$ cat config.mk
export PLATFORM = sky130hd
export DESIGN_NAME = epfrs_div
export DESIGN_NICKNAME = d
export VERILOG_FILES = /design/src/hw/rtl/epfrs_div.sv
export SDC_FILE = /design/constraint.sdc
export NUM_CORES = 1
export LEC_CHECK = 0
export ABC_CLOCK_PERIOD_IN_PS = 5500
export BUFFER_PORTS_ARGS = -buffer_cell sky130_fd_sc_hd__buf_2
export CAP_MARGIN = 20
export CORE_MARGIN = 2
export CORE_UTILIZATION = 45
export CTS_BUF_LIST = sky130_fd_sc_hd__clkbuf_8
export CTS_CLUSTER_DIAMETER = 100
export DETAILED_ROUTE_END_ITERATION = 16
export GPL_TIMING_DRIVEN = 0
export PLACE_DENSITY_LB_ADDON = 0.3
export SYNTH_ARGS = -nofsm -noshare
export SYNTH_HDL_FRONTEND = slang
export SYNTH_SLANG_ARGS = --single-unit
export TNS_END_PERCENT = 30
$ cat constraint.sdc
create_clock -name clk -period 5.5 [get_ports clk]
set_input_delay 0.275 -clock clk [delete_from_list [all_inputs] [get_ports clk]]
set_output_delay 0.275 -clock clk [all_outputs]
set_load 0.02 [all_outputs]
$ cat src/hw/rtl/epfrs_div.sv
module epfrs_div #(
	parameter int unsigned NW = 61,
	parameter int unsigned DW = 32
) (
	input  logic          clk,
	input  logic          arst_n,
	input  logic          start,
	input  logic [NW-1:0] num,
	input  logic [DW-1:0] den,
	output logic          done,
	output logic [NW-1:0] quo
);

	localparam int unsigned CW = $clog2(NW + 1);

	logic          run_q;
	logic          done_q;
	logic [CW-1:0] cnt_q;
	logic [NW-1:0] quo_q;
	logic [DW-1:0] rem_q;
	logic [DW-1:0] den_q;
	logic [DW:0]   rem_sh;
	logic          ge;
	logic [DW:0]   rem_sub;

	// one quotient bit per cycle, restoring
	always_comb begin
		rem_sh  = {rem_q, quo_q[NW-1]};
		ge      = rem_sh >= {1'b0, den_q};
		rem_sub = rem_sh - {1'b0, den_q};
	end

	always_ff @(posedge clk or negedge arst_n) begin
		if (!arst_n) begin
			run_q  <= 1'b0;
			done_q <= 1'b0;
			cnt_q  <= '0;
		end else begin
			done_q <= 1'b0;
			if (start) begin
				run_q <= 1'b1;
				cnt_q <= CW'(NW);
			end else if (run_q) begin
				cnt_q <= cnt_q - 1'b1;
				if (cnt_q == CW'(1)) begin
					run_q  <= 1'b0;
					done_q <= 1'b1;
				end
			end
		end
	end

	always_ff @(posedge clk) begin
		if (start) begin
			quo_q <= num;
			den_q <= den;
			rem_q <= '0;
		end else if (run_q) begin
			quo_q <= {quo_q[NW-2:0], ge};
			rem_q <= ge ? rem_sub[DW-1:0] : rem_sh[DW-1:0];
		end
	end

	assign done = done_q;
	assign quo  = quo_q;

endmodule

Word-level counts from Yosys, hierarchy flattened
Cells that the tools add are included.

$add $sub $neg: 2. $lt $le $gt $ge: 1. Eq/ne operators: 1. Multiplexer cells: 11. Reduce and logical (&&, ||, !) cells: 1.

Operators with widths (number): $mux W61 (2); $ge A33 B32 Y1 (1); $mux W32 (1); $sub A32 B32 Y32 (1); $mux W6 (2); $eq A6 B1 Y1 const B (1); $mux W1 (6); $sub A6 B1 Y6 const B (1); $reduce_bool A2 Y1 (1).

Register bits: 133. Word-level logic and storage cells: 22.

Depth between registers and ports, before layout
Gate-level depths: netlist (run 1).

Depth in word-level cells: 4. Gate-level depth with buffers: 12.

Worst setup path before layout (run 1)
OpenSTA, ideal clock, no wires.

Path kind: register to register. Start point: reg quo_q[60] (netlist: quo[60]). End point: reg rem_q[26]. Setup time: 0.088 ns. Arrival: 2.902 ns. Data required time: 5.412 ns. Slack: 2.510 ns. Stages on the path, launching flop included: 13. Buffers on the path: 0. Path through: edfxtp_1 -> inv_1 -> ha_1 -> inv_1 -> fa_1 -> a21oi_1 -> o21ai_0 -> a22o_4 -> a2111oi_4 -> nor3_2 -> o21a_1 -> a211o_1 -> a311oi_2.

Word-level cells in the longest chain between the ends: 2. Elaborated cells between the ends (all ways): 3. Classes of those cells: add/sub (1); order compare (1); mux (1).

Ends and longest elaborated chain: start: declaration (RTL line 19) `logic [NW-1:0] quo_q;`; start signal: assignment (RTL line 55) `quo_q <= num;`; start signal: assignment (RTL line 59) `quo_q <= {quo_q[NW-2:0], ge};`; $sub A32 B32 Y32 / $ge A33 B32 Y1 (equally long branches) (RTL line 30, 29); $mux W32 (*) (RTL line 60) `rem_q <= ge ? rem_sub[DW-1:0] : rem_sh[DW-1:0];`; end signal: assignment (RTL line 60); end: declaration (RTL line 20) `logic [DW-1:0] rem_q;`.

Every way passes the cells marked *; elsewhere a longest branch is shown, timed or not. A chain may end at the register's enable or synchronous reset.

Worst setup path after layout (run 1)
Ends and elaborated chain as after synthesis.

==> results of run 1 <==
how the worst max path moves through the flow:
| stage | startpoint | end | slack (ns) | depth (start not counted) |
|---|---|---|---|---|
| after CTS | quo[60]$_DFFE_PP_ | rem_q[26]$_SDFFE_PP0P_ | 2.31 | 12 |
| after floorplan | quo[60]$_DFFE_PP_ | rem_q[26]$_SDFFE_PP0P_ | 2.51 | 12 |
| after detailed placement | quo[60]$_DFFE_PP_ | rem_q[26]$_SDFFE_PP0P_ | 2.35 | 12 |
| after global routing | quo[60]$_DFFE_PP_ | rem_q[26]$_SDFFE_PP0P_ | 2.09 | 12 |
| final | quo[60]$_DFFE_PP_ | rem_q[26]$_SDFFE_PP0P_ | 2.26 | 12 |
| after global placement | start | quo[58]$_DFFE_PP_ | 1.16 | 5 |
report_power, final:
group          leakage [nW]  internal [mW]  switching (mW)
logic                  2.44          0.619           0.881
clock network         0.185          0.373           0.424
registers              1.31           1.25           0.121
layout by cell type (no fill, tap or decap), types with 15 or more instances in the layout:
cell type	count
ha_1	34
clkbuf_1	22
edfxtp_1	93
a21o_1	15
dfxtp_1	32
mux2_2	61
inv_1	47
nor2_1	42
buf_2	168
nand2_1	35
a21oi_1	26
xnor2_1	17
dlygate4sd3_1	33
o21ai_0	35
a311oi_1	25
clkbuf_8	18
nand3_1	37
per-stage QoR:
| step | setup WS, ns | hold slack, ns |
|---|---|---|
| floorplan | 2.51 | -0.0206 |
| global placement | 1.16 | 0.124 |
| detailed placement | 2.35 | 0.130 |
| CTS | 2.31 | 0.0840 |
| global route | 2.09 | 0.0856 |
| finish | 2.26 | 0.117 |
cells by family (layout without fill, tap and decap cells):
family / Yosys count / after routing
simple gates: 152 / 152
mux: 61 / 61
fa+ha+maj: 35 / 35
buf+inv: 83 / 305
compound gates: 172 / 172
flops: 133 / 133
xor+xnor: 30 / 30
final cells by class:
cell class / instances / share of cell area (%)
inverter: 45 / 1.84
sequential: 133 / 39.6
clock buffer: 18 / 2.70
tap: 216 / 2.94
multi-input combinational: 450 / 37.5
clock inverter: 14 / 1.40
buffer: 38 / 1.85
timing repair buffer: 190 / 12.2
registers in the layout, summed over array words and instances, names as in the netlist:
signal / cells
run_q: 1
den_q: 32
done: 1
quo: 61
cnt_q: 6
rem_q: 32
synth_stat cells, types with 7 or more instances:
cell	instances	area [um^2]
a31oi_1	7	43.8
a211oi_1	7	52.6
buf_2	11	55.1
o21bai_1	8	60.1
nand3_1	37	185
o21ai_0	35	175
and3_1	7	43.8
xnor2_1	17	149
dfrtp_1	8	200
nor2_1	42	158
dfxtp_1	32	641
a311oi_1	25	219
a21oi_1	26	130
mux2_2	61	687
clkbuf_1	22	82.6
edfxtp_1	93	2790
xor2_1	13	114
inv_1	45	169
ha_1	34	425
a21o_1	15	113
nand2_1	36	135
metal layers:
layer / GRT usage [%] / part of all wire, % / up-vias
met1: 30.0 / 45 / 2908
met5: 0 / 0 / -
met4: 6.99 / 1.5 / 0
li1: - / - / 2941
met2: 36.1 / 45 / 228
met3: 7.15 / 7.7 / 25
repair_timing:
item                                    in CTS  in global routing
endpoints found under the hold margin       40                  0
hold buffers                                33                  0
endpoints found under the setup margin       0                  0
worst max-delay path, stage by stage, from the launching register on:
cell	delay, ns
edfxtp_1	0.38
inv_1	0.09
ha_1	0.17
inv_1	0.05
fa_1	0.40
a21oi_1	0.25
o21ai_0	0.22
a22o_4	0.37
a2111oi_4	0.46
nor3_2	0.10
o21a_1	0.18
a211o_1	0.24
a311oi_2	0.25
==> run metrics, run 1 <==
status finished clean; fin crit period ~3.2 ns; Layout Cells excl Fill about 1100; GRT overflow 0; Rows 46; Critical Path Sink Type register; GRT Total Usage around 23%; die width about 130 um; first-pass GRT wire length between 30 and 40 mm; Layout area overhead 23.9%; Initial Utilization a little under half; CP startpoint kind register; VDD IR max 0.201 mV; largest family of logic cells by synthesized area compound AO/OA/AOI/OAI gates; mux cell area share after synthesis under 10%; Syn Nets between 700 and 800; GP Congestion ~0.9; via count between 6000 and 7000; Min-Delay Path Class in2reg; hpwl dp around 14 mm; Crit Reg-Reg Startpoint quo[60]$_DFFE_PP_; diode count 0; Die Span Y approximately 130 um; worst reg2reg endpoint rem_q[26]$_SDFFE_PP0P_; Bufs on Longest Clock Path 2; max-cap violations 0; CP required ~5.9 ns; area fraction in compound gates after synthesis 17.8%; Syn Std Cell Area 7410 um^2; I/O Buffers roughly 160; Finished Cell Area 9180 um^2; Seq/Total Area, Yosys around 49%; Post-Synth Adder-Cell Area between 6 and 7%; period utilisation layout just under 60%; FMAX a little over 0.3 GHz; nets about 1000; Synth Area in Simple Gates approximately a tenth; vias per inst between 5 and 6; Post-synth EDFFs slightly above 90; cts repair resizes 0; CTS tree yes; kind of critical path reg2reg; multi-input logic area 3450 um^2; IO Count around 160; share of post-route cells with drive strength above 1 about 32%; maximum number of pins on one net before global-route repair 63; leak pwr 3.93 nW; Pwr Density 399 nW/um^2; hold path cells 2; # setup viols final 0; Hold Violations, Final 0; WL final around 20 mm; ANT nets after route 0; CP max FO 7; Hold Path End quo[55]$_DFFE_PP_; fill cell count 1459; Slew Viols, Final 0; CTS buffer count 17; router iterations before antenna repair 5; Reg clk slew, reported paths 0.09 ns; initial antenna violation count 0; Root Buffer Master clkbuf_8; Routed WL per cell 17.8 um; Most used DFF post-synth edfxtp_1; worst hold start num[55]; Mapped Cells around 670; post-synthesis xor/xnor area fraction under 10%; flop-to-flop setup slack about 2.3 ns; sequential cell area 3630 um^2; Core ar. between 15000 and 20000 um^2; clock skew 0.0215 ns; CTS sink cnt around 130; Slew HR 44.9%; fin util a little under three fifths; Post-route DRC 0; FF-to-FF path depth 12; Avg Cell Area, Syn ~11 um^2; dpl cell area 8480 um^2; Slew @ Worst Pin between 0.8 and 0.9 ns; post-placement cell count about 1000; setup TNS 0 ns; Die ar. between 15000 and 20000 um^2; ys async rst share 6.02%; Setup Fix Bufs, Post-CTS 0; YS warnings 0; Tot Pwr around 3.7 mW; worst-skew pair later-pin latency 0.45 ns; Critical Path AT 3.61 ns; DRT iter0 DRCs 464; H-tree Lvls 4; Synth cell types 70; flops & latches, synth between 100 and 150; RSZ-0062 raised after global routing false; vias in the first global route 6175
No activity file was read; power rests on OpenSTA's default activity.
==> inputs of run 2 (changes only) <==
--- a/config.mk
+++ b/config.mk
@@ -5,7 +5,8 @@
 export SDC_FILE = /design/constraint.sdc
 export NUM_CORES = 1
 export LEC_CHECK = 0
-export ABC_CLOCK_PERIOD_IN_PS = 5500
+export ABC_AREA = 1
+export ABC_CLOCK_PERIOD_IN_PS = 3150
 export BUFFER_PORTS_ARGS = -buffer_cell sky130_fd_sc_hd__buf_2
 export CAP_MARGIN = 20
 export CORE_MARGIN = 2
==> constraint.sdc (replaced) <==
create_clock -name clk -period 3.15 [get_ports clk]
set_input_delay 0.1575 -clock clk [delete_from_list [all_inputs] [get_ports clk]]
set_output_delay 0.1575 -clock clk [all_outputs]
set_load 0.02 [all_outputs]
==> run 2 against run 1 <==
- clock-buffer cell count stayed put
- largest cell class is now multi-input combinational cells
- power increased by 16%
- highest routed layer unchanged
- utilization is 1.7 points higher
- critical endpoint is now rem_q[1]$_SDFFE_PP0P_
- non-clock buffer count up 52
- worst setup slack worse by 1.4 ns
- cell count increased by 47%
==> run metrics, run 2 <==
FMAX 0.429 GHz (+39%); first-pass GRT wire length 36.8 mm (+16%); commonest non-fill, non-tap cell in the layout nand2_1; # setup viols final 0 (unchanged); Syn Nets 1237 (+55%); post-synth top area share 34.5% (-3.2 points); Hold Violations, Final 0 (unchanged); Avg Cell Area, Syn 7.32 um^2 (-34%); IO Count 158 (unchanged); ys async rst share 6.02% (unchanged); VDD IR max 0.275 mV (+37%); kind of critical path reg2reg; worst-skew pair later-pin latency 0.48 ns (+0.03 ns); share of post-route cells with drive strength above 1 16.3% (-16 points); Bufs on Longest Clock Path 2 (unchanged); Syn Std Cell Area 8100 um^2 (+9.2%); GRT Total Usage 23.8% (+1.0 points); router iterations before antenna repair 6 (+1); most frequent cells in the layout nand2_1 (525), buf_2 (166), inv_1 (159); Die Span Y 138 um (+4.4%); Most used DFF post-synth edfxtp_1; Setup crit end rem_q[1]$_SDFFE_PP0P_; CP required 3.52 ns (-2.34 ns); Slew HR 42.9% (-2.0 points); most frequent cells after synthesis nand2_1 (525), inv_1 (160), edfxtp_1 (93); Slew Viols, Final 0 (unchanged); CP startpoint kind register; CP max FO 10 (+3); Root Buffer Master clkbuf_8; Pwr Density 404 nW/um^2 (+1.1%); DP Worst Slack 0.664 ns (-1.69 ns); Rows 49 (+6.5%); Synth area leaders edfxtp_1 (34%), nand2_1 (24%), dfxtp_1 (7.9%); diode count 0 (unchanged); Post-synth EDFFs 93 (unchanged); status finished clean; clock skew 0.0205 ns (-0.00104 ns); H-tree Lvls 4 (unchanged); Seq/Total Area, Yosys 44.9% (-4.1 points); Slew @ Worst Pin 0.856 ns (+0.0296 ns); GP Congestion 0.937 (+2.6%); flops & latches, synth 133 (unchanged); die width 138 um (+4.4%); Layout area overhead 29.8%; Critical Path Sink Type register; ANT nets after route 0 (unchanged); WL final 22.3 mm (+14%); top-count cell post-synth nand2_1; FF-to-FF path depth 15 (+3); fin crit period 2.33 ns (-0.913 ns); initial antenna violation count 0 (unchanged); worst reg2reg endpoint rem_q[1]$_SDFFE_PP0P_; hpwl dp 15.8 mm (+12%); Initial Utilization 45.5% (-0.79 points); Setup Fix Bufs, Post-CTS 0 (unchanged); I/O Buffers 157 (unchanged); max-cap violations 0 (unchanged); GRT overflow 0 (unchanged); RSZ-0062 raised after global routing false; leak pwr 5.65 nW (+44%); Die ar. 19100 um^2 (+8.9%); Mapped Cells 1106 (+66%); Post-route DRC 0 (unchanged); number of flip-flops in the largest register 61 (unchanged); CTS sink cnt 133 (unchanged); CTS buffer count 17 (unchanged); Critical Path AT 2.70 ns (-0.91 ns); vias per inst 4.78 (-13%); DRT iter0 DRCs 501 (+8.0%); maximum number of pins on one net before global-route repair 41 (-35%); flop-to-flop setup slack 0.82 ns (-1.44 ns); Reg clk slew, reported paths 0.10 ns (about the same); Tot Pwr 4.24 mW (+16%); CTS tree yes; launch point of the worst path den_q[18]$_DFFE_PP_; Yosys top cell by area edfxtp_1; nets 1507 (+50%); vias in the first global route 7512 (+22%); final worst slack 0.818 ns (-1.44 ns); Synth cell types 34 (-51%); Core ar. 17800 um^2 (+11%); Routed WL per cell 13.8 um (-23%); via count 7736 (+27%); Min-Delay Path Class in2reg; period utilisation layout 74.0% (+15 points); Crit Reg-Reg Startpoint den_q[18]$_DFFE_PP_; YS warnings 0 (unchanged)
==> run 2: cell types whose count changed after synthesis, sizes merged, moves of 7 or more <==
cell and change:
nand3 +20, a211oi -8, nand3b +38, nand2 +500, a311oi -26, and3 -8, xor2 -13, inv +118
o21bai -7, a21oi -7, a21o -15, clkbuf -10, mux2 -61, o21ai -31
==> run 2: worst max-delay path, stage by stage (launching register included) <==
cell and delay (ns):
edfxtp_1 0.37, inv_1 0.08, ha_1 0.29, nand2_1 0.10, nand2_1 0.09, nand2_1 0.07, nand2_1 0.06, nand2_1 0.06
nand2_1 0.07, nand2_1 0.07, nand2_1 0.07, a21oi_4 0.27, buf_2 0.34, nand3b_1 0.12, nand3_1 0.10, nand2_1 0.05
==> run 2: cells by family (layout without fill, tap and decap cells) <==
kind of cell,count (synthesis),after routing,synth area share [%]
compound gates,30,30,2.12
fa+ha+maj,35,35,5.50
xor+xnor,15,15,1.62
simple gates,700,700,36.4
buf+inv,193,476,9.47
flops,133,133,44.9
==> run 2: stage by stage <==
step	hold WS, ns	std cells	instance area, um^2	utilization (%)	TNS, ns
floorplan	-0.138	1106	8100	-	0
global placement	0.00851	1492	9170	51.6	-23.65
detailed placement	0.00880	1493	9190	51.7	0
CTS	0.0489	1618	10500	59.1	0
global route	0.0791	1618	10500	59.1	0
finish	0.0577	1618	10500	59.1	0
==> run 2: where the power goes <==
part / internal (mW) / switching (mW)
clock network: 0.669 / 0.803
registers: 2.00 / 0.0621
logic: 0.295 / 0.414
==> run 2: timing repair <==
item | 4_1_cts | 5_1_grt
hold endpoints to repair | 100 | 0
setup endpoints to repair | 0 | 0
hold buffers | 93 | 0
gates resized for setup | 0 | 0
==> run 2: worst min path at each step <==
stage / from / end / slack (ns) / depth (start not counted)
6_report: num[0] / quo[0]$_DFFE_PP_ / 0.06 / 3
5_1_grt: arst_n / cnt_q[3]$_DFFE_PN0P_ / 0.08 / 2
4_1_cts: num[0] / quo[0]$_DFFE_PP_ / 0.05 / 3
3_5_place_dp: arst_n / cnt_q[4]$_DFFE_PN0P_ / 0.009 / 1
3_3_place_gp: arst_n / cnt_q[4]$_DFFE_PN0P_ / 0.009 / 1
2_1_floorplan: arst_n / cnt_q[0]$_DFFE_PN0P_ / -0.14 / 0
==> run 2: area by class of cell <==
class | count | area, um^2
fillers | 1659 | 7270
multi-input cells | 780 | 3700
flip-flops and latches | 133 | 3630
repair buffers | 251 | 1740
inverters | 164 | 616
well taps | 229 | 287
clock buffers | 18 | 248
plain buffers | 29 | 151
clock inverters | 14 | 140
==> run 2: per-layer routing <==
metal / track usage (%) / part of all wire (%)
met1: 31.8 / 45
met2: 39.1 / 46
met3: 5.30 / 6.8
met4: 7.09 / 1.9
met5: 0 / 0
==> inputs of run 3 (changes only) <==
--- a/config.mk
+++ b/config.mk
@@ -6,7 +6,7 @@
 export NUM_CORES = 1
 export LEC_CHECK = 0
 export ABC_AREA = 1
-export ABC_CLOCK_PERIOD_IN_PS = 3150
+export ABC_CLOCK_PERIOD_IN_PS = 2150
 export BUFFER_PORTS_ARGS = -buffer_cell sky130_fd_sc_hd__buf_2
 export CAP_MARGIN = 20
 export CORE_MARGIN = 2
==> constraint.sdc (replaced) <==
create_clock -name clk -period 2.15 [get_ports clk]
set_input_delay 0.1075 -clock clk [delete_from_list [all_inputs] [get_ports clk]]
set_output_delay 0.1075 -clock clk [all_outputs]
set_load 0.02 [all_outputs]
==> run 3 against run 2 <==
- register-to-register slack got worse by 0.81 ns
- maximum frequency up 9.0%
- sequential share of layout area decreased by 2.8 points
- largest power group unchanged
==> run metrics, run 3 (same netlist as run 2, synthesis figures left out) <==
status finished clean; worst-skew pair later-pin latency 0.47 ns (about the same); vias per inst 4.87 (+1.9%); Hold Violations, Final 0 (unchanged); via count 7976 (+3.1%); Die Span Y 138 um (unchanged); CTS sink cnt 133 (unchanged); Critical Path Sink Type register; clock skew 0.0206 ns (+0.000104 ns); number of flip-flops in the largest register 61 (unchanged); GP Congestion 0.937 (unchanged); nets 1526 (+1.3%); Reg clk slew, reported paths 0.09 ns (about the same); CTS buffer count 17 (unchanged); WL final 23.7 mm (+6.2%); Die ar. 19100 um^2 (unchanged); Slew HR 42.3% (-0.64 points); post-placement cell count 1493 (unchanged); Crit path max-delay family simple AND/OR/NAND/NOR gates; Routed WL per cell 14.5 um (+5.0%); router iterations before antenna repair 4 (-2); fill cell count 1502 (-9.5%); DRT iter0 DRCs 481 (-4.0%); crit-path max cell delay 0.35 ns (-0.02 ns); GRT Total Usage 24.0% (+0.17 points); VDD IR max 0.405 mV (+48%); I/O Buffers 157 (unchanged); CP max FO 7 (-3); CP most frequent cell nand2_2; Root Buffer Master clkbuf_8; period utilisation layout 99.5% (+26 points); ANT nets after route 0 (unchanged); IO Count 158 (unchanged); leak pwr 5.82 nW (+2.9%); crit path buf inv count 3 (+1); H-tree Lvls 4 (unchanged); Post-route DRC 0 (unchanged); CP required 2.51 ns (-1.01 ns); commonest non-fill, non-tap cell in the layout nand2_1; RSZ-0062 raised after global routing true; GRT overflow 0 (unchanged); Critical Path AT 2.50 ns (-0.20 ns); # setup viols final 0 (unchanged); Min-Delay Path Class in2async; max-cap violations 0 (unchanged); kind of critical path reg2reg; vias in the first global route 7552 (+0.53%); CP Cell Sequence inv_2 -> ha_4 -> nand2_4 -> nor2_4 -> nand2_2 -> nor2_2 -> nand2_2 -> nand2_2 -> a21oi_4 -> buf_12 -> nand2_8 -> clkbuf_16 -> nand2_1 -> nand3_1 -> nand2_1; Core ar. 17800 um^2 (unchanged); Tot Pwr 6.38 mW (+50%); Rows 49 (unchanged); initial antenna violation count 0 (unchanged); Slew Viols, Final 0 (unchanged); Layout area overhead 41.1%; Finished Cell Area 11400 um^2 (+8.7%); maximum number of pins on one net before global-route repair 41 (unchanged); Bufs on Longest Clock Path 2 (unchanged); hpwl dp 15.8 mm (unchanged); worst hold slack 0.0304 ns (-0.0274 ns); CP startpoint kind register; most frequent cells in the layout nand2_1 (485), buf_2 (160), inv_1 (154); Pwr Density 559 nW/um^2 (+38%); Slew @ Worst Pin 0.866 ns (+0.00958 ns); sequential cell area 3630 um^2 (unchanged); FMAX 0.467 GHz (+9.0%); fin crit period 2.14 ns (-0.192 ns); diode count 0 (unchanged); share of post-route cells with drive strength above 1 24.2% (+7.9 points); Layout Cells excl Fill 1637 (+1.2%); CTS tree yes; Initial Utilization 45.5% (unchanged); first-pass GRT wire length 37.1 mm (+0.71%); dpl cell area 9190 um^2 (unchanged); die width 138 um (unchanged); Slowest cell on crit path edfxtp_1; multi-input logic area 4350 um^2 (+18%)
run 3: area by class of cell:
cell class,count,share of cell area (%)
well taps,229,2.51
inverters,164,5.39
repair buffers,270,17.0
flip-flops and latches,133,31.8
multi-input cells,780,38.1
clock inverters,14,1.23
clock buffers,18,2.17
plain buffers,29,1.75
run 3: metal layers:
| metal | GRT usage, % | routed length, um | vias up |
|---|---|---|---|
| li1 | - | - | 4008 |
| met2 | 39.5 | 11200 | 282 |
| met4 | 7.14 | 515 | 0 |
| met1 | 32.0 | 10400 | 3645 |
| met3 | 5.20 | 1500 | 41 |
| met5 | 0 | 0 | - |
run 3: worst register-to-register path, delay by kind of cell (launching register included):
| kind | cells | cell delay [ns] |
|---|---|---|
| DFF | 1 | 0.35 |
| AOI/OAI and AO/OA | 1 | 0.06 |
| buffers and inverters | 3 | 0.38 |
| and+or+nand+nor | 10 | 0.96 |
| adders and majority gates | 1 | 0.30 |
run 3: per-stage QoR:
stage          TNS (ns)  util (%)  setup slack, ns
2_1_floorplan         0         -           0.0454
5_1_grt           -2.29      64.3          -0.0982
3_5_place_dp     -15.67      51.7           -0.286
4_1_cts               0      60.5        0.0000118
3_3_place_gp     -86.35      51.6            -1.34
6_report              0      64.3           0.0102
run 3: final timing paths:
path | startpoint | end | slack (ns) | cells past startpoint
min in group clk | start | den_q[29]$_DFFE_PP_ | 0.30 | 1
max | den_q[10]$_DFFE_PP_ | rem_q[12]$_SDFFE_PP0P_ | 0.01 | 15
max reg2reg | den_q[10]$_DFFE_PP_ | rem_q[12]$_SDFFE_PP0P_ | 0.01 | 15
max in group asynchronous | arst_n | cnt_q[1]$_DFFE_PN0P_ | 1.94 | 2
min | arst_n | cnt_q[3]$_DFFE_PN0P_ | 0.03 | 2
min reg2reg | rem_q[4]$_SDFFE_PP0P_ | rem_q[4]$_SDFFE_PP0P_ | 0.47 | 2
run 3: timing repair:
item                                    in CTS  in global routing
buffers inserted                             3                 12
endpoints found under the hold margin      101                  0
hold buffers                                94                  0
pin swaps                                    5                 21
resized for setup                           37                103
endpoints found under the setup margin      32                 33
gates cloned                                 0                  3
run 3: report_power, final:
| group | leakage (nW) | total, mW | switching [mW] | internal [mW] |
|---|---|---|---|---|
| logic | 4.29 | 1.21 | 0.680 | 0.525 |
| clock network | 0.204 | 2.16 | 1.17 | 0.981 |
| registers | 1.33 | 3.02 | 0.0950 | 2.93 |
| total | 5.82 | 6.38 | 1.95 | 4.43 |
