File: config.mk
export PLATFORM = sky130hd
export DESIGN_NAME = epfrs_cordic
export DESIGN_NICKNAME = d
export VERILOG_FILES = /design/src/hw/rtl/epfrs_pkg.sv /design/src/hw/rtl/epfrs_cordic.sv
export SDC_FILE = /design/constraint.sdc
export NUM_CORES = 1
export LEC_CHECK = 0
export BUFFER_PORTS_ARGS = -buffer_cell sky130_fd_sc_hd__buf_2
export CAP_MARGIN = 20
export CELL_PAD_IN_SITES_DETAIL_PLACEMENT = 1
export CELL_PAD_IN_SITES_GLOBAL_PLACEMENT = 1
export CORE_ASPECT_RATIO = 0.7
export CORE_MARGIN = 2
export CORE_UTILIZATION = 38
export DETAILED_ROUTE_END_ITERATION = 16
export PLACE_DENSITY = 0.7
export RECOVER_POWER = 100
export SLEW_MARGIN = 20
export SYNTH_ARGS = -nofsm -noshare
export SYNTH_HDL_FRONTEND = slang
export SYNTH_SLANG_ARGS = --single-unit
File: constraint.sdc
create_clock -name clk -period 6.1 [get_ports clk]
set_clock_uncertainty 0.05 [all_clocks]
set_input_delay 1.22 -clock clk [delete_from_list [all_inputs] [get_ports clk]]
set_output_delay 1.22 -clock clk [all_outputs]
set_load 0.05 [all_outputs]
File: src/hw/rtl/epfrs_pkg.sv
package epfrs_pkg;

	localparam int unsigned GAIN_W   = 31;
	localparam int unsigned MEAN_W   = 32;
	localparam int unsigned SUM_W    = 48;
	localparam int unsigned WEQ_W    = 44;
	localparam int unsigned TERM_W   = 45;
	localparam int unsigned DIFF_W   = 49;
	localparam int unsigned COR_W    = 41;
	localparam int unsigned CD_W     = 42;
	localparam int unsigned ANG_W    = 16;
	localparam int unsigned BIN_W    = 4;
	localparam int unsigned CENT_W   = 14;
	localparam int unsigned DIV_NW   = 61;
	localparam int unsigned DIV_DW   = 32;
	localparam int unsigned CENTRALITY_BINS = 9;
	localparam int unsigned QSLOTS   = CENTRALITY_BINS * 4;

	localparam logic [GAIN_W-1:0] GAIN_RESET = 31'd409600;
	localparam logic [15:0]       HALF_SQRT2 = 16'd46341;
	localparam logic [CENT_W-1:0] CENT_LIMIT = 14'd8000;
	localparam logic [WEQ_W-1:0]  W_MAX      = {WEQ_W{1'b1}};
	localparam logic [39:0]       COR_MAX    = {40{1'b1}};

	localparam logic [CENT_W-1:0] BIN_EDGE [8] = '{
		14'd500, 14'd1000, 14'd2000, 14'd3000, 14'd4000, 14'd5000, 14'd6000, 14'd7000
	};

	typedef enum logic [1:0] {
		REQ_SAMPLE  = 2'd0,
		REQ_CH_MEAN = 2'd1,
		REQ_Q_MEAN  = 2'd2,
		REQ_Q_WIDTH = 2'd3
	} req_t;

	typedef enum logic [3:0] {
		ST_IDLE,
		ST_CH_RD,
		ST_CH_DIV_GO,
		ST_CH_DIV_WAIT,
		ST_CH_ACC,
		ST_CH_END,
		ST_CL_RD,
		ST_CL_DIFF,
		ST_CL_DIV_GO,
		ST_CL_DIV_WAIT,
		ST_CL_NEXT,
		ST_CD_GO,
		ST_CD_WAIT,
		ST_OUT
	} state_t;

	typedef enum logic [2:0] {
		CD_IDLE,
		CD_NORM,
		CD_PREP,
		CD_ROT,
		CD_DONE
	} cd_phase_t;

	// arctangent of 2^-i as a fraction of a full turn (2^32 per turn)
	function automatic logic [31:0] atan_turn(input logic [4:0] i);
		logic [31:0] r;
		case (i)
			5'd0:  r = 32'h20000000;
			5'd1:  r = 32'h12E4051E;
			5'd2:  r = 32'h09FB385B;
			5'd3:  r = 32'h051111D4;
			5'd4:  r = 32'h028B0D43;
			5'd5:  r = 32'h0145D7E1;
			5'd6:  r = 32'h00A2F61E;
			5'd7:  r = 32'h00517C55;
			5'd8:  r = 32'h0028BE53;
			5'd9:  r = 32'h00145F2F;
			5'd10: r = 32'h000A2F98;
			5'd11: r = 32'h000517CC;
			5'd12: r = 32'h00028BE6;
			5'd13: r = 32'h000145F3;
			5'd14: r = 32'h0000A2FA;
			5'd15: r = 32'h0000517D;
			5'd16: r = 32'h000028BE;
			5'd17: r = 32'h0000145F;
			5'd18: r = 32'h00000A30;
			5'd19: r = 32'h00000518;
			5'd20: r = 32'h0000028C;
			5'd21: r = 32'h00000146;
			5'd22: r = 32'h000000A3;
			5'd23: r = 32'h00000051;
			default: r = 32'h0;
		endcase
		return r;
	endfunction

	function automatic logic [BIN_W-1:0] cent_bin(input logic [CENT_W-1:0] c);
		logic [BIN_W-1:0] b;
		b = '0;
		for (int e = 0; e < 8; e++) begin
			if (c >= BIN_EDGE[e]) begin
				b = BIN_W'(e + 1);
			end
		end
		return b;
	endfunction

endpackage

File: src/hw/rtl/epfrs_cordic.sv
module epfrs_cordic #(
	parameter int unsigned STEPS = 16
) (
	input  logic                                clk,
	input  logic                                arst_n,
	input  logic                                start,
	input  logic signed [epfrs_pkg::CD_W-1:0]   x,
	input  logic signed [epfrs_pkg::CD_W-1:0]   y,
	output logic                                done,
	output logic [epfrs_pkg::ANG_W-1:0]         angle
);

	localparam int unsigned IW = (STEPS > 1) ? $clog2(STEPS) : 1;
	localparam int unsigned XW = epfrs_pkg::CD_W + 4;

	epfrs_pkg::cd_phase_t ph_q, ph_nx;

	logic [epfrs_pkg::CD_W-1:0] ax_q, ay_q, m;
	logic                       sx_q, sy_q;
	logic signed [XW-1:0]       x_q, y_q, dx, dy, ys;
	logic [31:0]                z_q, z_rnd;
	logic [IW-1:0]              i_q;

	always_comb begin
		m     = ax_q | ay_q;
		dx    = y_q >>> i_q;
		dy    = x_q >>> i_q;
		ys    = signed'({{(XW - epfrs_pkg::CD_W){1'b0}}, ay_q});
		z_rnd = z_q + 32'h0000_8000;
	end

	always_comb begin
		ph_nx = ph_q;
		case (ph_q)
			epfrs_pkg::CD_IDLE: if (start) ph_nx = epfrs_pkg::CD_NORM;
			epfrs_pkg::CD_NORM: begin
				if (m == '0) begin
					ph_nx = epfrs_pkg::CD_DONE;
				end else if (m[epfrs_pkg::CD_W-1 -: 2] != 2'b00) begin
					ph_nx = epfrs_pkg::CD_PREP;
				end
			end
			epfrs_pkg::CD_PREP: ph_nx = epfrs_pkg::CD_ROT;
			epfrs_pkg::CD_ROT:  if (i_q == IW'(STEPS - 1)) ph_nx = epfrs_pkg::CD_DONE;
			epfrs_pkg::CD_DONE: ph_nx = epfrs_pkg::CD_IDLE;
			default:            ph_nx = epfrs_pkg::CD_IDLE;
		endcase
	end

	always_comb begin
		done  = (ph_q == epfrs_pkg::CD_DONE);
		angle = z_rnd[31:16];
	end

	always_ff @(posedge clk or negedge arst_n) begin
		if (!arst_n) begin
			ph_q <= epfrs_pkg::CD_IDLE;
		end else begin
			ph_q <= ph_nx;
		end
	end

	always_ff @(posedge clk) begin
		case (ph_q)
			epfrs_pkg::CD_IDLE: begin
				ax_q <= x[epfrs_pkg::CD_W-1] ? epfrs_pkg::CD_W'(-x) : x;
				ay_q <= y[epfrs_pkg::CD_W-1] ? epfrs_pkg::CD_W'(-y) : y;
				sx_q <= x[epfrs_pkg::CD_W-1];
				sy_q <= y[epfrs_pkg::CD_W-1];
				z_q  <= '0;
			end
			epfrs_pkg::CD_NORM: begin
				if (m != '0 && m[epfrs_pkg::CD_W-1 -: 2] == 2'b00) begin
					ax_q <= {ax_q[epfrs_pkg::CD_W-2:0], 1'b0};
					ay_q <= {ay_q[epfrs_pkg::CD_W-2:0], 1'b0};
				end
			end
			epfrs_pkg::CD_PREP: begin
				// fold the left half-plane over by half a turn
				x_q <= signed'({{(XW - epfrs_pkg::CD_W){1'b0}}, ax_q});
				y_q <= (sx_q ^ sy_q) ? -ys : ys;
				z_q <= sx_q ? 32'h8000_0000 : 32'h0;
				i_q <= '0;
			end
			epfrs_pkg::CD_ROT: begin
				if (!y_q[XW-1]) begin
					x_q <= x_q + dx;
					y_q <= y_q - dy;
					z_q <= z_q + epfrs_pkg::atan_turn(5'(i_q));
				end else begin
					x_q <= x_q - dx;
					y_q <= y_q + dy;
					z_q <= z_q - epfrs_pkg::atan_turn(5'(i_q));
				end
				i_q <= i_q + 1'b1;
			end
			default: begin
			end
		endcase
	end

endmodule

; ---- Yosys cells after proc, flatten, opt, wreduce, memory -nomap -nowiden
; Memories as Yosys holds them, arrays and structs flattened. A register that Yosys moved wholly into a read port is not among the register bits.
; Cells that the tools add are included.
[op_classes]
n_addsub = 11
eq_ne = 9
shifts = 2
muxes = 26
n_bitwise = 2
reduce_logical = 11
[op_table]
columns = op, n
row1 = $mux 32, 6
row2 = $pmux 46 s2, 2
row3 = $mux 42, 4
row4 = $pmux 42 s2, 2
row5 = $mux 46, 3
row6 = $pmux 32 s3, 1
row7 = $add 46x46->46, 2
row8 = $sshr 46x4->46, 2
row9 = $sub 46x46->46, 2
row10 = $neg 42->42, 2
row11 = $neg 42->46, 1
row12 = $logic_not 42->1, 1
row13 = $or 42x42->42, 1
row14 = $reduce_bool 42->1, 1
row15 = $add 32x16->32 const B, 1
row16 = $add 32x32->32, 1
row17 = $sub 32x32->32, 1
row18 = $mux 3, 4
row19 = $pmux 3 s4, 1
row20 = $mux 4, 2
row21 = $pmux 4 s2, 1
row22 = $eq 3x2->1 const B, 2
row23 = $ne 2x2->1 const B, 3
row24 = $reduce_bool 2->1, 3
row25 = other kinds (12), 12
[word_totals]
register_bits = 217
mem_bits_ro = 960
in_bits = 87
output_inout_bits = 17
elab_cells = 72
n_memories = 2
[memory_table]
columns = name, depth, width, rd, rd_clocked_by_memory_dff, wr, line_no
row1 = (name not given), 16, 30, 1, 1, 0, epfrs_pkg.sv:64  ; case (i)
row2 = (name not given), 16, 30, 1, 1, 0, epfrs_pkg.sv:64

; ---- Depth between registers and ports, before layout
; Gate-level depths: netlist (run 1).
[logic_depth]
depth_word = 5
depth_mapped = 32
mapped_depth_nobuf = 24

; ---- Worst setup path before layout (run 1)
; No wires, ideal clock.
[synth_timing]
kind = register to register
startpoint = register i_q[3]
endpoint = register x_q[45] (data pin)
setup_ps = 266
arrival_ps = 6410
required_ps = 5784
setup_slack_ps = -625
stages_incl_launch_ff = 30
path_buffers = 8
period_less_slack_ps = 6725
path_cell_list = edfxtp_1 > clkbuf_1 > clkbuf_1 > buf_1 > clkbuf_1 > clkbuf_1 > clkbuf_1 > clkbuf_1 > clkbuf_1 > o211ai_1 > o21ai_0 > ha_1 > nand2b_1 > a21oi_1 > and4_1 > nor2b_1 > and2_1 > a21oi_1 > xor2_1 > ha_1 > a21oi_1 > o21ai_0 > a21o_1 > a211o_1 > a311oi_1 > o21ai_0 > a221oi_1 > a21oi_1 > xnor2_1 > nor2_1
[synth_via]
elab_chain_cells = 4
elab_cells_between_ends = 5
classes_between = add/sub: 2 / shift: 1 / mux: 2
[synth_rtl]
columns = element, line_no
row1 = "start, declared", epfrs_cordic.sv:22  ; logic [IW-1:0] i_q;
row2 = "start signal, assigned", epfrs_cordic.sv:95  ; i_q <= i_q + 1'b1;
row3 = $sshr 46x4->46 (*), epfrs_cordic.sv:26  ; dx = y_q >>> i_q;
row4 = $add 46x46->46 / $sub 46x46->46 (equally long branches), "epfrs_cordic.sv:87, epfrs_cordic.sv:91"
row5 = $mux 46 (*), epfrs_cordic.sv:86  ; if (!y_q[XW-1]) begin
row6 = $pmux 46 s2 (*), epfrs_cordic.sv:64  ; case (ph_q)
row7 = "end signal, assigned", epfrs_cordic.sv:80  ; x_q <= signed'({{(XW - epfrs_pkg::CD_W){1'b0}}, ax_q});
row8 = "end signal, assigned", epfrs_cordic.sv:87  ; x_q <= x_q + dx;
row9 = "end signal, assigned", epfrs_cordic.sv:91  ; x_q <= x_q - dx;
row10 = "end, declared", epfrs_cordic.sv:20  ; logic signed [XW-1:0] x_q, y_q, dx, dy, ys;
; Mark *: on every way between the ends. The rest lies on a longest branch, timed or not.
; A chain may end at the register's enable or synchronous reset.

; ---- Final worst setup path (run 1)
[layout_timing]
startpoint = register i_q[0]
endpoint = register y_q[30] (data pin)
[layout_via]
elab_chain_cells = 4
elab_cells_between_ends = 5
classes_between = add/sub: 2 / shift: 1 / mux: 2
[layout_rtl]
columns = element, line_no
row1 = $sshr 46x4->46 (*), epfrs_cordic.sv:27  ; dy = x_q >>> i_q;
row2 = $sub 46x46->46 / $add 46x46->46 (equally long branches), "epfrs_cordic.sv:88, epfrs_cordic.sv:92"
row3 = $mux 46 (*), epfrs_cordic.sv:86
row4 = $pmux 46 s2 (*), epfrs_cordic.sv:64
row5 = "end signal, assigned", epfrs_cordic.sv:81  ; y_q <= (sx_q ^ sy_q) ? -ys : ys;
row6 = "end signal, assigned", epfrs_cordic.sv:88  ; y_q <= y_q - dy;
row7 = "end signal, assigned", epfrs_cordic.sv:92  ; y_q <= y_q + dy;
row8 = "end, declared", epfrs_cordic.sv:20
; Marked as above.

==> results of run 1 <==
-- logic make-up after synthesis --
| family | Yosys count | synth area share (%) |
|---|---|---|
| AO/OA/AOI/OAI | 952 | 21.1 |
| XOR/XNOR | 347 | 11.1 |
| adder cells (fa/ha/maj) | 150 | 6.91 |
| buffers and inverters | 251 | 4.15 |
| flip-flops | 247 | 25.8 |
| multiplexers | 198 | 12.6 |
| AND/OR/NAND/NOR | 1080 | 18.3 |
-- what timing repair did --
| item | in CTS | in global routing |
|---|---|---|
| cloned | 0 | 5 |
| setup buffers | 1 | 22 |
| endpoints found under the setup margin | 12 | 32 |
| pin swaps | 1 | 23 |
| gates resized for setup | 16 | 85 |
| hold buffers | 0 | 0 |
-- worst max-delay path by stage --
stage | cells after the start | from | slack [ns] | to
global route | 23 | i_q[0]$_DFFE_PN_ | -0.07 | x_q[44]$_SDFFCE_PN0N_
floorplan | 29 | i_q[1]$_DFFE_PN_ | 0.02 | y_q[45]$_DFFE_PN_
CTS | 21 | i_q[0]$_DFFE_PN_ | -0.002 | y_q[45]$_DFFE_PN_
global placement | 23 | i_q[0]$_DFFE_PN_ | -0.02 | y_q[45]$_DFFE_PN_
finish | 24 | i_q[0]$_DFFE_PN_ | 0.10 | y_q[30]$_DFFE_PN_
detailed placement | 22 | i_q[0]$_DFFE_PN_ | -0.30 | y_q[45]$_DFFE_PN_
-- through the flow --
step                      utilization (%)  setup TNS [ns]  setup slack (ns)
after floorplan                         -               0            0.0175
after global placement               43.4         -0.0241           -0.0241
after detailed placement             43.4          -0.734            -0.298
after CTS                            44.9        -0.00151          -0.00151
after global routing                 45.7          -0.431           -0.0665
final                                45.7               0             0.104
-- area by class of cell --
| cell class | count | share of cell area, % |
|---|---|---|
| multi-input cells | 2727 | 60.1 |
| flip-flops and latches | 247 | 21.7 |
| repair buffers | 476 | 10.7 |
| well taps | 966 | 3.69 |
| clock buffers | 39 | 2.52 |
| inverters | 67 | 0.776 |
| clock inverters | 16 | 0.451 |
| diodes | 1 | 0.00765 |
-- critical path, delay by kind of cell (launching register included) --
kind / cells / cell delay, ns
fa+ha+maj: 1 / 0.33
simple gates: 5 / 0.94
compound gates: 8 / 1.87
flops: 1 / 0.39
xor+xnor: 2 / 0.52
mux: 1 / 0.49
buf+inv: 7 / 1.07
-- layer usage --
metal  GRT usage (%)  up-vias  share of wire [%]
met5               0        -              0.024
met4            5.90        4                2.3
met3            5.85      141                8.3
met2            40.8      977                 41
met1            43.9    13904                 48
li1                -    12690                  -
-- synthesized netlist by cell type (31+ instances only) --
cell type | number | area [sq um]
nand3_1 | 61 | 305
xnor2_1 | 177 | 1550
nor3_1 | 70 | 350
mux2i_1 | 47 | 470
o21ai_0 | 274 | 1370
mux2_2 | 38 | 428
a31oi_1 | 45 | 282
o31ai_1 | 33 | 248
xor2_1 | 169 | 1480
a21o_1 | 78 | 586
mux4_2 | 94 | 2120
clkbuf_1 | 116 | 435
nor2_1 | 280 | 1050
a21oi_1 | 308 | 1540
inv_1 | 66 | 248
edfxtp_1 | 214 | 6430
ha_1 | 147 | 1840
nand2_1 | 398 | 1490
or3_1 | 31 | 194
-- cells in the final DEF, fill, tap and decap left out, types with 97 or more instances in the layout --
| cell type | count |
|---|---|
| nand2_1 | 396 |
| buf_4 | 341 |
| a21oi_1 | 295 |
| nor2_1 | 274 |
| o21ai_0 | 266 |
| edfxtp_1 | 214 |
| xnor2_1 | 172 |
| xor2_1 | 169 |
| ha_1 | 146 |
| mux4_2 | 97 |
==> impl_metrics.tcl, run 1 <==
set metrics [dict create \
    cts_tree "yes" \
    layout_min_cycle_time_ns 6.00 \
    synth_seq_area_share_pct 25.8 \
    drtIter0Drc 2628 \
    numCtsBuffers 30 \
    drive_above_1_share_pct 21.0 \
    ys.flop_type "edfxtp_1" \
    design.core.area_sq_mm 0.0716 \
    rrSetupSlack_ns 0.10 \
    reg2reg_depth 24 \
    maxCapViolations 7 \
    vias_per_cell 6.11 \
    slew_headroom_pct -159 \
    hold_ws_ns 0.374 \
    critPathMaxFanout 7 \
    startpoint_type "register" \
    antenna_found_initial 4 \
    htree_levels 1 \
    multi_input_comb_area_sq_mm 0.0197 \
    dp.cells 4454 \
    crit_required_ns 6.39 \
    placed_area_sq_mm 0.0311 \
    hold_violations 0 \
    violations "capacitance limit, slew limit" \
    dieHeight_microns 229 \
    port_buffers 103 \
    synth_enable_flop_cells 214 \
    cts_sinks 247 \
    fillCellCount 8530 \
    reg2reg_from "i_q[0]$_DFFE_PN_" \
    outcome "finished with violations" \
    start_util_pct 38.4 \
    grt_pass1_vias 27286 \
    synth_area_sq_mm 0.0275 \
    netlist-cell-type-count 98 \
    arrival_ns 6.28 \
    grt_use_total_pct 28.6 \
    synth_area_per_cell_sq_um 8.53 \
    end_kind "register" \
    min_path_type "primary input to asynchronous set/reset pin" \
    synth_cells 3225 \
    clock_latency_ns 0.64 \
    fin_cells 4539 \
    clk_pin_slew_ns 0.07 \
    die_w_microns 326 \
    ys_warn_count 0 \
    totalWireLength_microns 111000 \
    finalMaxSlewViolations 389 \
    worst_slew_pin_slew_ns 3.88 \
    worstPathCellList "buf_4 > clkbuf_16 > buf_12 > mux4_2 > nand2_2 > nand3_1 > a211oi_2 > buf_4 > buf_4 > and4_1 > and4bb_1 > buf_4 > nor2_1 > xnor2_2 > ha_1 > a21o_1 > a21o_1 > a21oi_2 > o2111ai_1 > a221o_2 > buf_4 > a31oi_1 > xor2_1 > a21oi_1" \
    dieArea_sq_mm 0.0746 \
    dp_hpwl_microns 85400 \
    nNetsFinal 3786 \
    max_freq_mhz 167 \
    pin_count 104 \
    grt_overflow 0 \
    crit_top_cell "buf_4" \
    wire_per_inst_microns 24.4 \
    synth-async-reset-ratio_pct 1.21 \
    regArea_sq_mm 0.00710 \
    setup_viol 0 \
    crit_slowest_cell "a221o_2" \
    clockRootBuffer "clkbuf_16" \
    post-route-drc-count 0 \
    reg2reg_to "y_q[30]$_DFFE_PN_" \
    critPathMaxStageDelay_ns 0.50 \
    rows 82 \
    ant_nets 0 \
    area_delta_synth_final_pct 19.0 \
    synth_nets 3462 \
    ys_ff_latch 247 \
    period_share_pct 98.3 \
    grt_max_degree 104 \
    finalInstanceArea_sq_mm 0.0327 \
    clockBufferDepth 3 \
    grt_pass1_wl_microns 169000 \
    worstSetupPathType "register to register" \
    gp_congestion 0.973 \
    dr.pass1.iters 5 \
    via_count 27716 \
]
Power of run 1 is left out: the tool's default activity adds up to more than one toggle a clock period on the data nets, which glitch-free logic cannot reach.
==> inputs of run 2 (changes only) <==
CORE_UTILIZATION = 45   (was 38)
MAX_ROUTING_LAYER = met4   (was not set)
PLACE_DENSITY = 0.8   (was 0.7)
==> run 2 against run 1 <==
Against the previous run: the flow still finishes with violations (capacitance limit, slew limit); first-iteration DRC count is 14% higher; routed wire length is 1.2% higher; clock-buffer cell count stayed put; global-route usage is 7.1 points higher; worst setup slack better by 0.0084 ns; core utilization is 9.0 points higher; non-clock buffer count is 29 higher; sequential share of layout area is 0.13 points lower; critical path type unchanged.
==> impl_metrics.tcl, run 2 (synthesized netlist as in run 1, its figures left out) <==
set metrics [dict create \
    grt_overflow 0 \
    ant_nets 0 \
    grt_use_total_pct 35.7 \
    wire_per_inst_microns 25.4 \
    design.core.area_sq_mm 0.0602 \
    grt_pass1_vias 28173 \
    numCtsBuffers 30 \
    finalMaxSlewViolations 119 \
    grt_max_degree 106 \
    end_kind "register" \
    gp_congestion 1.02 \
    htree_levels 1 \
    setup_viol 0 \
    worstSetupPathType "register to register" \
    totalWireLength_microns 112000 \
    grt_pass1_wl_microns 171000 \
    rows 75 \
    dieHeight_microns 211 \
    port_buffers 103 \
    min_path_type "primary input to asynchronous set/reset pin" \
    critPathMaxStageDelay_ns 0.56 \
    startpoint_type "register" \
    crit_slowest_cell "mux4_2" \
    nNetsFinal 3815 \
    clockRootBuffer "clkbuf_16" \
    clk_pin_slew_ns 0.07 \
    post-route-drc-count 0 \
    slew_headroom_pct -39.7 \
    hold_violations 0 \
    start_util_pct 45.7 \
    vias_per_cell 6.39 \
    hold_buffers 0 \
    layout_min_cycle_time_ns 5.99 \
    final_common_cell "nand2_1" \
    cts_sinks 247 \
    violations "capacitance limit, slew limit" \
    clock_latency_ns 0.63 \
    final_cell_mix "nand2_1 (395), buf_4 (379), a21oi_1 (297)" \
    worstPathCellList "buf_6 > clkbuf_16 > mux4_2 > mux4_2 > buf_4 > nand2b_1 > a21oi_2 > buf_4 > and2_1 > a21oi_1 > xor2_1 > ha_1 > a21o_1 > a21o_1 > a21oi_2 > nor2b_1 > nor3_1 > a221o_1 > a31o_2 > a311oi_2 > xor2_1 > o21ai_0" \
    dp_hpwl_microns 87200 \
    crit_required_ns 6.37 \
    period_share_pct 98.2 \
    drtIter0Drc 3001 \
    dieArea_sq_mm 0.0631 \
    cp_num_buf_inv 4 \
    dr.pass1.iters 6 \
    antenna_found_initial 4 \
    arrival_ns 6.26 \
    hold_ws_ns 0.346 \
    via_count 28212 \
    cts_tree "yes" \
    pin_count 104 \
    critical-path-top-delay-family "compound AO/OA/AOI/OAI gates" \
    area_delta_synth_final_pct 19.7 \
    maxCapViolations 3 \
    clockBufferDepth 3 \
    die_w_microns 299 \
    drive_above_1_share_pct 22.5 \
    rsz0062_at_grt "yes" \
    max_freq_mhz 167 \
    critPathMaxFanout 10 \
    worst_slew_pin_slew_ns 2.09 \
    outcome "finished with violations" \
]
==> run 2: worst reg2reg max path, cell delays in order, from the launching register on <==
cell	delay (ns)
edfxtp_1	0.38
buf_6	0.15
clkbuf_16	0.18
mux4_2	0.56
mux4_2	0.53
buf_4	0.17
nand2b_1	0.15
a21oi_2	0.18
buf_4	0.15
and2_1	0.14
a21oi_1	0.08
xor2_1	0.32
ha_1	0.34
a21o_1	0.19
a21o_1	0.18
a21oi_2	0.18
nor2b_1	0.20
nor3_1	0.07
a221o_1	0.40
a31o_2	0.31
a311oi_2	0.31
xor2_1	0.28
o21ai_0	0.17
==> run 2: stage by stage <==
stage          cells  utilization (%)  setup slack, ns  area [sq um]  setup TNS (ns)
5_1_grt         4412             54.7          -0.0635         32900          -0.218
3_3_place_gp    4325             51.8          -0.0185         31100         -0.0185
2_1_floorplan   3225                -           0.0175         27500               0
3_5_place_dp    4325             51.8           -0.188         31100          -0.876
6_report        4412             54.7            0.112         32900               0
4_1_cts         4386             53.7           0.0141         32300               0
==> run 2: final timing paths <==
kind,endpoint,slack (ns),cells past startpoint,from
worst min register to register,ax_q[4]$_DFFE_PP_,0.54,2,ax_q[3]$_DFFE_PP_
worst max register to register,x_q[31]$_DFFE_PN_,0.11,22,i_q[0]$_DFFE_PN_
worst min-delay path,ph_q[1]$_DFFE_PN0P_,0.35,1,arst_n
min in group clk,ax_q[4]$_DFFE_PP_,0.54,2,ax_q[3]$_DFFE_PP_
max in group asynchronous,ph_q[2]$_DFFE_PN0P_,5.49,1,arst_n
worst max-delay path,x_q[31]$_DFFE_PN_,0.11,22,i_q[0]$_DFFE_PN_
==> run 2: layout make-up <==
type / instances / area [sq um]
timing repair buffer: 505 / 3800
antenna: 2 / 5.00
clock inverter: 17 / 158
inverter: 67 / 254
tap: 808 / 1010
clock buffer: 39 / 858
multi-input combinational: 2727 / 19700
sequential: 247 / 7100
fill: 7159 / 27200
==> run 2: timing repair <==
item	4_1_cts	5_1_grt
buffers inserted	4	19
gates cloned	1	4
pin swaps	3	32
endpoints found under the setup margin	12	29
gates resized for setup	15	95
==> run 2: metal layers <==
layer / GRT usage, % / share of wire [%] / routed length (microns) / vias up
met5: - / 0 / 0 / -
met3: 10.0 / 11 / 11900 / 156
met1: 51.7 / 46 / 51700 / 14108
met2: 49.1 / 41 / 45900 / 1231
met4: 7.78 / 2.4 / 2680 / 0
li1: - / - / - / 12717
Power of run 2 is left out for the same reason.
